`config.mk`:
```
export PLATFORM = sky130hd
export DESIGN_NAME = battery_threshold_monitor
export DESIGN_NICKNAME = d
export VERILOG_FILES = /design/src/bthm_pkg.sv /design/src/bthm_alarm.sv /design/src/bthm_wait.sv /design/src/battery_threshold_monitor.sv
export VERILOG_INCLUDE_DIRS = /design/src /design/src/src
export SDC_FILE = /design/constraint.sdc
export NUM_CORES = 1
export LEC_CHECK = 0
export BUFFER_PORTS_ARGS = -buffer_cell sky130_fd_sc_hd__buf_2
export CAP_MARGIN = 20
export CORE_MARGIN = 2
export CORE_UTILIZATION = 60
export CTS_CLUSTER_SIZE = 14
export DETAILED_ROUTE_END_ITERATION = 10
export GPL_TIMING_DRIVEN = 0
export PLACE_DENSITY = 0.82
export SKIP_CTS_REPAIR_TIMING = 1
export SLEW_MARGIN = 40
export SYNTH_ARGS = -nofsm -noshare
export SYNTH_HDL_FRONTEND = slang
export SYNTH_SLANG_ARGS = --single-unit
```
`constraint.sdc`:
```
create_clock -name clk -period 8.75 [get_ports clk]
set_input_delay 1.3125 -clock clk [delete_from_list [all_inputs] [get_ports clk]]
set_output_delay 1.3125 -clock clk [all_outputs]
set_load 0.02 [all_outputs]
```
`src/battery_threshold_monitor_assert.svh`:
```
// Assertion macros shared by the battery threshold monitor modules.
`ifndef BATTERY_THRESHOLD_MONITOR_ASSERT_SVH
`define BATTERY_THRESHOLD_MONITOR_ASSERT_SVH

// Same-cycle implication, sampled on clk, off while arst_n is low.
`define BTM_ASSERT_IMP(lbl, ante, cons) \
	lbl: assert property (@(posedge clk) disable iff (!arst_n) (ante) |-> (cons)) \
		else $error("battery_threshold_monitor: assertion failed");

// Next-cycle implication, sampled on clk, off while arst_n is low.
`define BTM_ASSERT_NXT(lbl, ante, cons) \
	lbl: assert property (@(posedge clk) disable iff (!arst_n) (ante) |=> (cons)) \
		else $error("battery_threshold_monitor: assertion failed");

`endif

```
`src/bthm_pkg.sv`:
```
// Shared widths, constants and types of the battery threshold monitor.
package bthm_pkg;

	localparam int PCT_W      = 7;
	localparam int KIND_W     = 2;
	localparam int DATA_W     = 32;
	localparam int WAIT_W     = 9;
	localparam int STEP_W     = 7;
	localparam int CFG_IDX_W  = 3;
	localparam int CFG_DATA_W = 7;

	localparam logic [WAIT_W-1:0] WAIT_MIN   = 9'd20;
	localparam logic [WAIT_W-1:0] WAIT_MAX   = 9'd300;
	localparam logic [WAIT_W-1:0] WAIT_MAINS = 9'd300;
	localparam logic [WAIT_W-1:0] WAIT_BLIND = 9'd120;

	localparam logic [PCT_W-1:0] REARM_MARGIN = 7'd3;

	localparam logic [PCT_W-1:0]  RST_WARN_LEVEL    = 7'd20;
	localparam logic [PCT_W-1:0]  RST_URGENT_LEVEL  = 7'd10;
	localparam logic [PCT_W-1:0]  RST_SHELTER_LEVEL = 7'd5;
	localparam logic [KIND_W-1:0] RST_SHELTER_KIND  = 2'd1;

	localparam logic [CFG_IDX_W-1:0] CFG_WARN    = 3'd0;
	localparam logic [CFG_IDX_W-1:0] CFG_URGENT  = 3'd1;
	localparam logic [CFG_IDX_W-1:0] CFG_SHELTER = 3'd2;
	localparam logic [CFG_IDX_W-1:0] CFG_KIND    = 3'd3;

	typedef struct packed {
		logic [PCT_W-1:0]  warn_level;
		logic [PCT_W-1:0]  urgent_level;
		logic [PCT_W-1:0]  shelter_level;
		logic [KIND_W-1:0] shelter_kind;
	} cfg_regs_t;

	typedef struct packed {
		logic              plugged;
		logic              unplugged;
		logic [STEP_W-1:0] step;
		logic              warn;
		logic              urgent;
		logic              shelter;
		logic [KIND_W-1:0] request;
	} alarm_res_t;

	typedef struct packed {
		logic start;
		logic take;
	} wait_cmd_t;

	typedef struct packed {
		logic idle;
		logic done;
	} wait_sts_t;

endpackage

```
`src/bthm_alarm.sv`:
```
// Threshold hysteresis, mains edge detection and shelter latch of the monitor.
`include "battery_threshold_monitor_assert.svh"

module bthm_alarm (
	input  logic                           clk,
	input  logic                           arst_n,
	input  logic                           accept,
	input  logic [bthm_pkg::PCT_W-1:0]     level_percent,
	input  logic                           mains_present,
	input  logic                           reading_ok,
	input  bthm_pkg::cfg_regs_t            cfg,
	output bthm_pkg::alarm_res_t           res
);
	import bthm_pkg::*;

	logic [2:0]                armed_q;
	logic                      mains_before_q;
	logic                      mains_known_q;
	logic                      shelter_done_q;
	logic [2:0]                armed_d;
	logic                      shelter_done_d;
	logic [2:0]                fired;
	logic [2:0][PCT_W-1:0]     lv;

	// Percent rounded to the nearest ten; divide by ten via reciprocal 205/2048.
	function automatic logic [STEP_W-1:0] round_step(input logic [PCT_W-1:0] p);
		logic [7:0]  s;
		logic [15:0] m;
		logic [3:0]  q;
		logic [7:0]  r;
		s = {1'b0, p} + 8'd5;
		m = 16'(s) * 16'd205;
		q = m[14:11];
		r = 8'(q) * 8'd10;
		if (r > 8'd100) begin
			r = 8'd100;
		end
		return r[STEP_W-1:0];
	endfunction

	assign lv = {cfg.shelter_level, cfg.urgent_level, cfg.warn_level};

	always_comb begin
		res            = '0;
		armed_d        = armed_q;
		shelter_done_d = shelter_done_q;
		fired          = '0;
		if (reading_ok) begin
			if (mains_known_q && mains_present && !mains_before_q) begin
				res.plugged    = 1'b1;
				armed_d        = 3'b111;
				shelter_done_d = 1'b0;
			end else if (mains_known_q && !mains_present && mains_before_q) begin
				res.unplugged = 1'b1;
				res.step      = round_step(level_percent);
			end
			if (!mains_present) begin
				for (int i = 0; i < 3; i++) begin
					if (!armed_d[i] &&
					    ({1'b0, level_percent} > ({1'b0, lv[i]} + {1'b0, REARM_MARGIN}))) begin
						armed_d[i] = 1'b1;
					end
					if (armed_d[i] && (level_percent <= lv[i])) begin
						armed_d[i] = 1'b0;
						fired[i]   = 1'b1;
					end
				end
			end
			res.warn   = fired[0];
			res.urgent = fired[1];
			// The shelter action is requested once per discharge only.
			if (fired[2] && !shelter_done_d) begin
				shelter_done_d = 1'b1;
				res.shelter    = 1'b1;
				res.request    = cfg.shelter_kind;
			end
		end
	end

	always_ff @(posedge clk or negedge arst_n) begin
		if (!arst_n) begin
			armed_q        <= 3'b111;
			mains_before_q <= 1'b0;
			mains_known_q  <= 1'b0;
			shelter_done_q <= 1'b0;
		end else if (accept && reading_ok) begin
			armed_q        <= armed_d;
			mains_before_q <= mains_present;
			mains_known_q  <= 1'b1;
			shelter_done_q <= shelter_done_d;
		end
	end

	`BTM_ASSERT_NXT(a_shelter_latched, accept && res.shelter, shelter_done_q)
	`BTM_ASSERT_IMP(a_plug_no_fire, accept && res.plugged, !(res.warn || res.urgent || res.shelter))
	`BTM_ASSERT_IMP(a_fail_no_event, accept && !reading_ok, res == '0)

endmodule

```
`src/bthm_wait.sv`:
```
// Serial unit for the next read interval: shift-add multiply, then restoring divide.
`include "battery_threshold_monitor_assert.svh"

module bthm_wait (
	input  logic                            clk,
	input  logic                            arst_n,
	input  bthm_pkg::wait_cmd_t             cmd,
	output bthm_pkg::wait_sts_t             sts,
	input  logic [bthm_pkg::PCT_W-1:0]      level_percent,
	input  logic                            mains_present,
	input  logic                            reading_ok,
	input  logic                            charge_ok,
	input  logic [bthm_pkg::DATA_W-1:0]     charge_left,
	input  logic [bthm_pkg::DATA_W-1:0]     charge_cap,
	input  logic [bthm_pkg::DATA_W-1:0]     drain_now,
	input  bthm_pkg::cfg_regs_t             cfg,
	output logic [bthm_pkg::WAIT_W-1:0]     wait_s
);
	import bthm_pkg::*;

	// The dividend is 9*(100*now - target*full) = 900*now - (9*target)*full.
	localparam int MUL_STEPS = 11;
	localparam int ACC_W     = 43;
	localparam int CNT_W     = 4;
	localparam logic [MUL_STEPS-1:0] K_NOW = 11'd900;

	localparam logic [2:0] ST_IDLE  = 3'd0;
	localparam logic [2:0] ST_MUL   = 3'd1;
	localparam logic [2:0] ST_CMP   = 3'd2;
	localparam logic [2:0] ST_SAT   = 3'd3;
	localparam logic [2:0] ST_DIV   = 3'd4;
	localparam logic [2:0] ST_CLAMP = 3'd5;
	localparam logic [2:0] ST_DONE  = 3'd6;

	logic [2:0]           state_q;
	logic [CNT_W-1:0]     cnt_q;
	logic [MUL_STEPS-1:0] kc_q;
	logic [MUL_STEPS-1:0] kt_q;
	logic [DATA_W-1:0]    now_q;
	logic [DATA_W-1:0]    full_q;
	logic [ACC_W-1:0]     pos_q;
	logic [ACC_W-1:0]     neg_q;
	logic [ACC_W-1:0]     dv_q;
	logic [WAIT_W-1:0]    q_q;
	logic [PCT_W-1:0]     target;
	logic                 blind;
	logic                 rem_ge;

	// Highest threshold strictly below the percent, zero when there is none.
	always_comb begin
		target = '0;
		if ((cfg.warn_level < level_percent) && (cfg.warn_level > target)) begin
			target = cfg.warn_level;
		end
		if ((cfg.urgent_level < level_percent) && (cfg.urgent_level > target)) begin
			target = cfg.urgent_level;
		end
		if ((cfg.shelter_level < level_percent) && (cfg.shelter_level > target)) begin
			target = cfg.shelter_level;
		end
	end

	assign blind  = !charge_ok || (charge_cap == '0) || (drain_now == '0);
	assign rem_ge = (pos_q >= dv_q);

	always_ff @(posedge clk or negedge arst_n) begin
		if (!arst_n) begin
			state_q <= ST_IDLE;
			cnt_q   <= '0;
		end else begin
			unique case (state_q)
				ST_IDLE: begin
					if (cmd.start) begin
						if (!reading_ok || mains_present || blind) begin
							state_q <= ST_DONE;
						end else begin
							state_q <= ST_MUL;
							cnt_q   <= CNT_W'(MUL_STEPS - 1);
						end
					end
				end
				ST_MUL: begin
					if (cnt_q == '0) begin
						state_q <= ST_CMP;
					end else begin
						cnt_q <= cnt_q - 1'b1;
					end
				end
				ST_CMP: begin
					state_q <= (pos_q <= neg_q) ? ST_DONE : ST_SAT;
				end
				ST_SAT: begin
					if (rem_ge) begin
						state_q <= ST_DONE;
					end else begin
						state_q <= ST_DIV;
						cnt_q   <= CNT_W'(WAIT_W - 1);
					end
				end
				ST_DIV: begin
					if (cnt_q == '0) begin
						state_q <= ST_CLAMP;
					end else begin
						cnt_q <= cnt_q - 1'b1;
					end
				end
				ST_CLAMP: begin
					state_q <= ST_DONE;
				end
				ST_DONE: begin
					if (cmd.take) begin
						state_q <= ST_IDLE;
					end
				end
				default: begin
					state_q <= ST_IDLE;
				end
			endcase
		end
	end

	always_ff @(posedge clk) begin
		case (state_q)
			ST_IDLE: begin
				if (!reading_ok) begin
					q_q <= WAIT_BLIND;
				end else if (mains_present) begin
					q_q <= WAIT_MAINS;
				end else if (blind) begin
					q_q <= WAIT_BLIND;
				end
				now_q  <= charge_left;
				full_q <= charge_cap;
				kc_q   <= K_NOW;
				kt_q   <= MUL_STEPS'({target, 3'b000}) + MUL_STEPS'(target);
				pos_q  <= '0;
				neg_q  <= '0;
				dv_q   <= {2'b00, drain_now, 9'd0};
			end
			ST_MUL: begin
				// One constant bit per cycle, most significant first.
				pos_q <= {pos_q[ACC_W-2:0], 1'b0} + (kc_q[MUL_STEPS-1] ? ACC_W'(now_q) : '0);
				neg_q <= {neg_q[ACC_W-2:0], 1'b0} + (kt_q[MUL_STEPS-1] ? ACC_W'(full_q) : '0);
				kc_q  <= {kc_q[MUL_STEPS-2:0], 1'b0};
				kt_q  <= {kt_q[MUL_STEPS-2:0], 1'b0};
			end
			ST_CMP: begin
				if (pos_q <= neg_q) begin
					q_q <= WAIT_MIN;
				end else begin
					pos_q <= pos_q - neg_q;
				end
			end
			ST_SAT: begin
				// A quotient of 512 or more is clamped without dividing.
				if (rem_ge) begin
					q_q <= WAIT_MAX;
				end else begin
					q_q <= '0;
				end
				dv_q <= {1'b0, dv_q[ACC_W-1:1]};
			end
			ST_DIV: begin
				if (rem_ge) begin
					pos_q <= pos_q - dv_q;
				end
				q_q  <= {q_q[WAIT_W-2:0], rem_ge};
				dv_q <= {1'b0, dv_q[ACC_W-1:1]};
			end
			ST_CLAMP: begin
				if (q_q < WAIT_MIN) begin
					q_q <= WAIT_MIN;
				end else if (q_q > WAIT_MAX) begin
					q_q <= WAIT_MAX;
				end
			end
			default: begin
			end
		endcase
	end

	assign sts.idle = (state_q == ST_IDLE);
	assign sts.done = (state_q == ST_DONE);
	assign wait_s   = q_q;

	`BTM_ASSERT_IMP(a_start_when_idle, cmd.start, state_q == ST_IDLE)
	`BTM_ASSERT_IMP(a_wait_in_range, sts.done, (wait_s >= WAIT_MIN) && (wait_s <= WAIT_MAX))
	`BTM_ASSERT_IMP(a_div_bound, state_q == ST_DIV, pos_q < (dv_q << 1))

endmodule

```
`src/battery_threshold_monitor.sv`:
```
// Top level of the battery threshold monitor: config registers, control and output register.
//
// One input item is one battery reading; each accepted item yields exactly one result item.
// Input and output channels use valid/ready; an item moves on an edge where both are high.
// Configuration is a plain write port (cfg_we, cfg_index, cfg_data); the user must write it
// only while idle, and the block itself does not enforce this. Indexes 0..3 select warn,
// urgent and shelter levels and the shelter kind, others are ignored. Threshold, hysteresis
// and mains edge logic is evaluated in the accept cycle. The read interval is then worked
// out by a serial unit: an 11-step shift-add multiply (one constant bit per cycle), a
// compare, a range check and a 9-step restoring divide (one quotient bit per cycle),
// followed by a clamp to 20..300 s. For a failed reading, mains power or missing charge
// data the unit skips these steps and goes straight to its done state. The serial interval
// unit holds one item at a time, so the next item is taken in the cycle after the result
// leaves the unit. The result sits in an output register; a new item is accepted while it
// waits, but the unit holds its finished value until the receiver takes the pending one.
// Reset (arst_n low) arms all three thresholds, forgets the mains state, clears the shelter
// latch, loads the default levels (20, 10, 5, hibernate) and empties the output register.
`include "battery_threshold_monitor_assert.svh"

module battery_threshold_monitor (
	input  logic                               clk,
	input  logic                               arst_n,
	input  logic                               cfg_we,
	input  logic [bthm_pkg::CFG_IDX_W-1:0]     cfg_index,
	input  logic [bthm_pkg::CFG_DATA_W-1:0]    cfg_data,
	input  logic                               in_valid,
	output logic                               in_ready,
	input  logic [bthm_pkg::PCT_W-1:0]         level_percent,
	input  logic                               mains_present,
	input  logic                               reading_ok,
	input  logic                               charge_ok,
	input  logic [bthm_pkg::DATA_W-1:0]        charge_left,
	input  logic [bthm_pkg::DATA_W-1:0]        charge_cap,
	input  logic [bthm_pkg::DATA_W-1:0]        drain_now,
	output logic                               out_valid,
	input  logic                               out_ready,
	output logic                               plugged_event,
	output logic                               unplugged_event,
	output logic [bthm_pkg::STEP_W-1:0]        unplug_step,
	output logic                               warn_fired,
	output logic                               urgent_fired,
	output logic                               shelter_fired,
	output logic [bthm_pkg::KIND_W-1:0]        shelter_request,
	output logic [bthm_pkg::WAIT_W-1:0]        next_wait_s
);
	import bthm_pkg::*;

	cfg_regs_t         cfg_q;
	alarm_res_t        alarm_res;
	alarm_res_t        flags_s1;
	alarm_res_t        res_q;
	logic [WAIT_W-1:0] wait_s;
	logic [WAIT_W-1:0] wait_q;
	logic              out_valid_q;
	logic              accept;
	wait_cmd_t         wait_cmd;
	wait_sts_t         wait_sts;

	// Configuration registers; an unknown index leaves all of them unchanged.
	always_ff @(posedge clk or negedge arst_n) begin
		if (!arst_n) begin
			cfg_q.warn_level    <= RST_WARN_LEVEL;
			cfg_q.urgent_level  <= RST_URGENT_LEVEL;
			cfg_q.shelter_level <= RST_SHELTER_LEVEL;
			cfg_q.shelter_kind  <= RST_SHELTER_KIND;
		end else if (cfg_we) begin
			unique case (cfg_index)
				CFG_WARN:    cfg_q.warn_level    <= cfg_data[PCT_W-1:0];
				CFG_URGENT:  cfg_q.urgent_level  <= cfg_data[PCT_W-1:0];
				CFG_SHELTER: cfg_q.shelter_level <= cfg_data[PCT_W-1:0];
				CFG_KIND:    cfg_q.shelter_kind  <= cfg_data[KIND_W-1:0];
				default: begin
				end
			endcase
		end
	end

	// The interval unit is free exactly when a new reading may enter.
	assign in_ready = wait_sts.idle;
	assign accept   = in_valid && in_ready;

	// A finished interval leaves the unit once the output register is empty or being emptied.
	assign wait_cmd.start = accept;
	assign wait_cmd.take  = wait_sts.done && (!out_valid_q || out_ready);

	bthm_alarm u_alarm (
		.clk           (clk),
		.arst_n        (arst_n),
		.accept        (accept),
		.level_percent (level_percent),
		.mains_present (mains_present),
		.reading_ok    (reading_ok),
		.cfg           (cfg_q),
		.res           (alarm_res)
	);

	bthm_wait u_wait (
		.clk           (clk),
		.arst_n        (arst_n),
		.cmd           (wait_cmd),
		.sts           (wait_sts),
		.level_percent (level_percent),
		.mains_present (mains_present),
		.reading_ok    (reading_ok),
		.charge_ok     (charge_ok),
		.charge_left   (charge_left),
		.charge_cap    (charge_cap),
		.drain_now     (drain_now),
		.cfg           (cfg_q),
		.wait_s        (wait_s)
	);

	// Event flags wait here while the interval is computed.
	always_ff @(posedge clk) begin
		if (accept) begin
			flags_s1 <= alarm_res;
		end
		if (wait_cmd.take) begin
			res_q  <= flags_s1;
			wait_q <= wait_s;
		end
	end

	always_ff @(posedge clk or negedge arst_n) begin
		if (!arst_n) begin
			out_valid_q <= 1'b0;
		end else if (wait_cmd.take) begin
			out_valid_q <= 1'b1;
		end else if (out_ready) begin
			out_valid_q <= 1'b0;
		end
	end

	assign out_valid       = out_valid_q;
	assign plugged_event   = res_q.plugged;
	assign unplugged_event = res_q.unplugged;
	assign unplug_step     = res_q.step;
	assign warn_fired      = res_q.warn;
	assign urgent_fired    = res_q.urgent;
	assign shelter_fired   = res_q.shelter;
	assign shelter_request = res_q.request;
	assign next_wait_s     = wait_q;

	`BTM_ASSERT_IMP(a_no_overwrite, out_valid_q && !out_ready, !wait_cmd.take)
	`BTM_ASSERT_NXT(a_busy_after_accept, accept, !in_ready)
	`BTM_ASSERT_NXT(a_take_fills_output, wait_cmd.take, out_valid_q)

endmodule

```
==> flow_summary_export.csv <==
group,metric,value,unit
outcome,status,"complete, no violations",
detailed_routing,routed_wl,67.5,mm
sta,finalSetupTns,0,ps
synth,yosysTopAreaCell,"edfxtp_1",
synth,seq_area_frac_synth,36.3,%
place,gp_routability_congestion,0.990,
worst_setup_path,max_stage_delay,570,ps
global_routing,grt_pass1_vias,19900,
die,core_area,38700,um^2
detailed_routing,ant_nets,0,
detailed_routing,vias,20600,
power,power.leakage,11.3,nW
cts,clock_latency,560,ps
cts,clockBufferDepth,3,
layout,drive_gt1_share,11.2,%
worst_setup_path,path_max_fanout,10,
synth,yosysTopAreaCellShare,32.4,%
die,die_y,203,um
worst_setup_path,required,9050,ps
synth,yosys_register_bits,292,
min_path,hold_path.class,"register to register",
global_routing,groute.usage.overall,32.4,%
sta,hold_violations,0,
die,chipWidth,203,um
die,io_pins,146,
worst_setup_path,critPathSlowestCell,"o311ai_0",
synth,netlist_instances,2524,
cts,htreeDepth,2,
synth,synth-main-ff-cell,"edfxtp_1",
die,initial_core_util,61.1,%
sta,worstMarginPinSlew,894,ps
detailed_routing,dr.pass1.iters,6,
sta,rsz0062_at_grt,"no",
global_routing,antenna_found_initial,1,
worst_setup_path,crit_arrival,8030,ps
sta,max_slew_margin,40.4,%
cts,cts-root-buf,"clkbuf_16",
layout,stdcell_count,3268,
layout,syn_to_final_growth,11.8,%
sta,min_period,7720,ps
power,power.density,438,nW/um^2
synth,async_reset_ff_share,12.7,%
worst_setup_path,start_kind,"primary input",
detailed_routing,wl_per_cell,20.7,um
detailed_routing,drtIter0Drc,2154,
synth,ys_types,95,
worst_setup_path,crit_start,"level_percent[0]",
synth,yosys_warnings,0,
synth,synth_edf_count,255,
worst_setup_path,critPathCaptureType,"register",
sta,timing.final.crit_share,88.3,%
synth,synth_commonest_cells,"edfxtp_1, ha_1, inv_1",
cts,clk_pin_slew,50,ps
sta,skew,20.3,ps
min_path,worstHoldStart,"flags_s1[1]",
synth,synth.area.top_cells,"edfxtp_1, ha_1, a21oi_1",
worst_setup_path,r2r-start,"cfg_q[21]",
synth,synth_fp_nets,2917,
global_routing,gr-total-overflow,0,
job,cap_violations,0,
worst_setup_path,r2r_cells,34,
cts,cts_made_buffers,36,
synth,syn_area,23700,um^2
global_routing,grt_pass1_wl,105,mm
die,die-area,41000,um^2
sta,hold_slack,418,ps
die,row_count,72,
detailed_routing,via_per_inst,6.32,
place,dp_cells,3203,
synth,syn_avg_cell_area,9.37,um^2
cts,clock-sinks,292,
global_routing,grt_max_degree,38,
worst_setup_path,path_class,"primary input to register",
place,numPortBuffers,143,
sta,final_max_slew_viol_count,0,
sta,max_freq,0.129,GHz
detailed_routing,post-route-drc-count,0,
sta,setup_viol,0,
place,dp_hpwl,53.0,mm
layout,nets,3116,
min_path,hold_depth,0,
power,vdd_drop_max,0.000188,V
cts,cts_tree,"built",
-- final cells by class --
type                            count  area (um^2)
Multi-Input combinational cell   1946        14000
Fill cell                        3019        12300
Sequential cell                   292         8600
Clock buffer                       49         1010
Timing Repair Buffer              161          941
Inverter                          213          800
Tap cell                          518          648
Buffer                             73          285
Clock inverter                     15          130
Antenna cell                        1         2.50
-- cell usage in the layout, fill, tap and decap left out, types with 22 or more instances in the layout --
cell type	count
a21o_1	85
o21a_1	40
nand3_1	58
a211oi_1	22
clkbuf_1	65
nand2b_1	27
buf_2	148
xor2_1	69
o211ai_1	25
nor2b_1	23
and2_1	76
nand4_1	37
o21ai_0	153
nor4_1	24
xnor2_1	83
nor3_1	51
ha_1	255
edfxtp_1	255
nand2_1	180
mux2_2	41
clkbuf_16	37
and3_1	41
a21oi_1	192
nor2_1	146
a22oi_1	26
dfrtp_1	27
inv_1	212
-- sequential cells by signal, summed over array words and instances, names as in the netlist, 2 cells and up --
signal           flops
u_wait.neg_q        43
u_wait.pos_q        43
u_wait.dv_q         41
u_wait.full_q       32
u_wait.now_q        32
cfg_q               23
flags_s1            13
u_wait.kt_q         11
next_wait_s          9
u_wait.kc_q          9
u_wait.wait_s        9
unplug_step          6
u_wait.cnt_q         4
u_alarm.armed_q      3
u_wait.state_q       3
shelter_request      2
-- per-stage QoR --
step | utilization (%) | setup slack [ps] | area, um^2 | power (mW)
2_1_floorplan | - | 1670 | 23700 | 7.92
3_3_place_gp | 64.6 | -992 | 25000 | 9.58
3_5_place_dp | 65.3 | 541 | 25300 | 9.89
4_1_cts | 68.2 | 1120 | 26400 | 11.4
5_1_grt | 68.3 | 448 | 26400 | 12.4
6_report | 68.3 | 1030 | 26400 | 11.6
-- layer usage --
layer	vias to the layer above	track usage (%)	part of all wire (%)
li1	9740	-	-
met1	9833	43.4	42
met2	917	54.0	46
met3	150	4.37	8.6
met4	0	11.9	3.4
met5	-	0	0
-- cell families (layout without fill, tap and decap cells) --
logic type      after synthesis  in the layout  share of synthesized area [%]
mux                          56             56                           2.59
simple gates                726            726                           15.5
other cells                   1              2                         0.0159
fa+ha+maj                   272            272                           14.9
flops                       292            292                           36.3
compound gates              739            739                           20.4
buf+inv                     286            511                           4.57
xor+xnor                    152            152                           5.63
-- path summary, 6_finish.rpt --
kind	to	slack, ps
worst max-delay path	u_wait.kt_q[10]	1030
worst min-delay path	shelter_request[1]	420
worst max register to register	u_wait.kt_q[10]	1490
worst min register to register	shelter_request[1]	420
max in group asynchronous	u_alarm.armed_q[0]	7630
min in group asynchronous	cfg_q[19]	740
-- worst max-delay path, delay by kind of cell --
kind / cells / cell delay (ps)
adder cells (fa/ha/maj): 4 / 1170
AND/OR/NAND/NOR: 7 / 1190
AO/OA/AOI/OAI: 15 / 3460
buffers and inverters: 6 / 880
-- report_power, final --
part	internal (mW)	total [mW]	leakage, nW	switching (mW)
Sequential	2.34	2.75	2.86	0.410
Combinational	2.81	7.36	7.90	4.55
Clock	0.868	1.48	0.549	0.614
Total	6.02	11.6	11.3	5.57
Power figures use the tool's default switching activity.
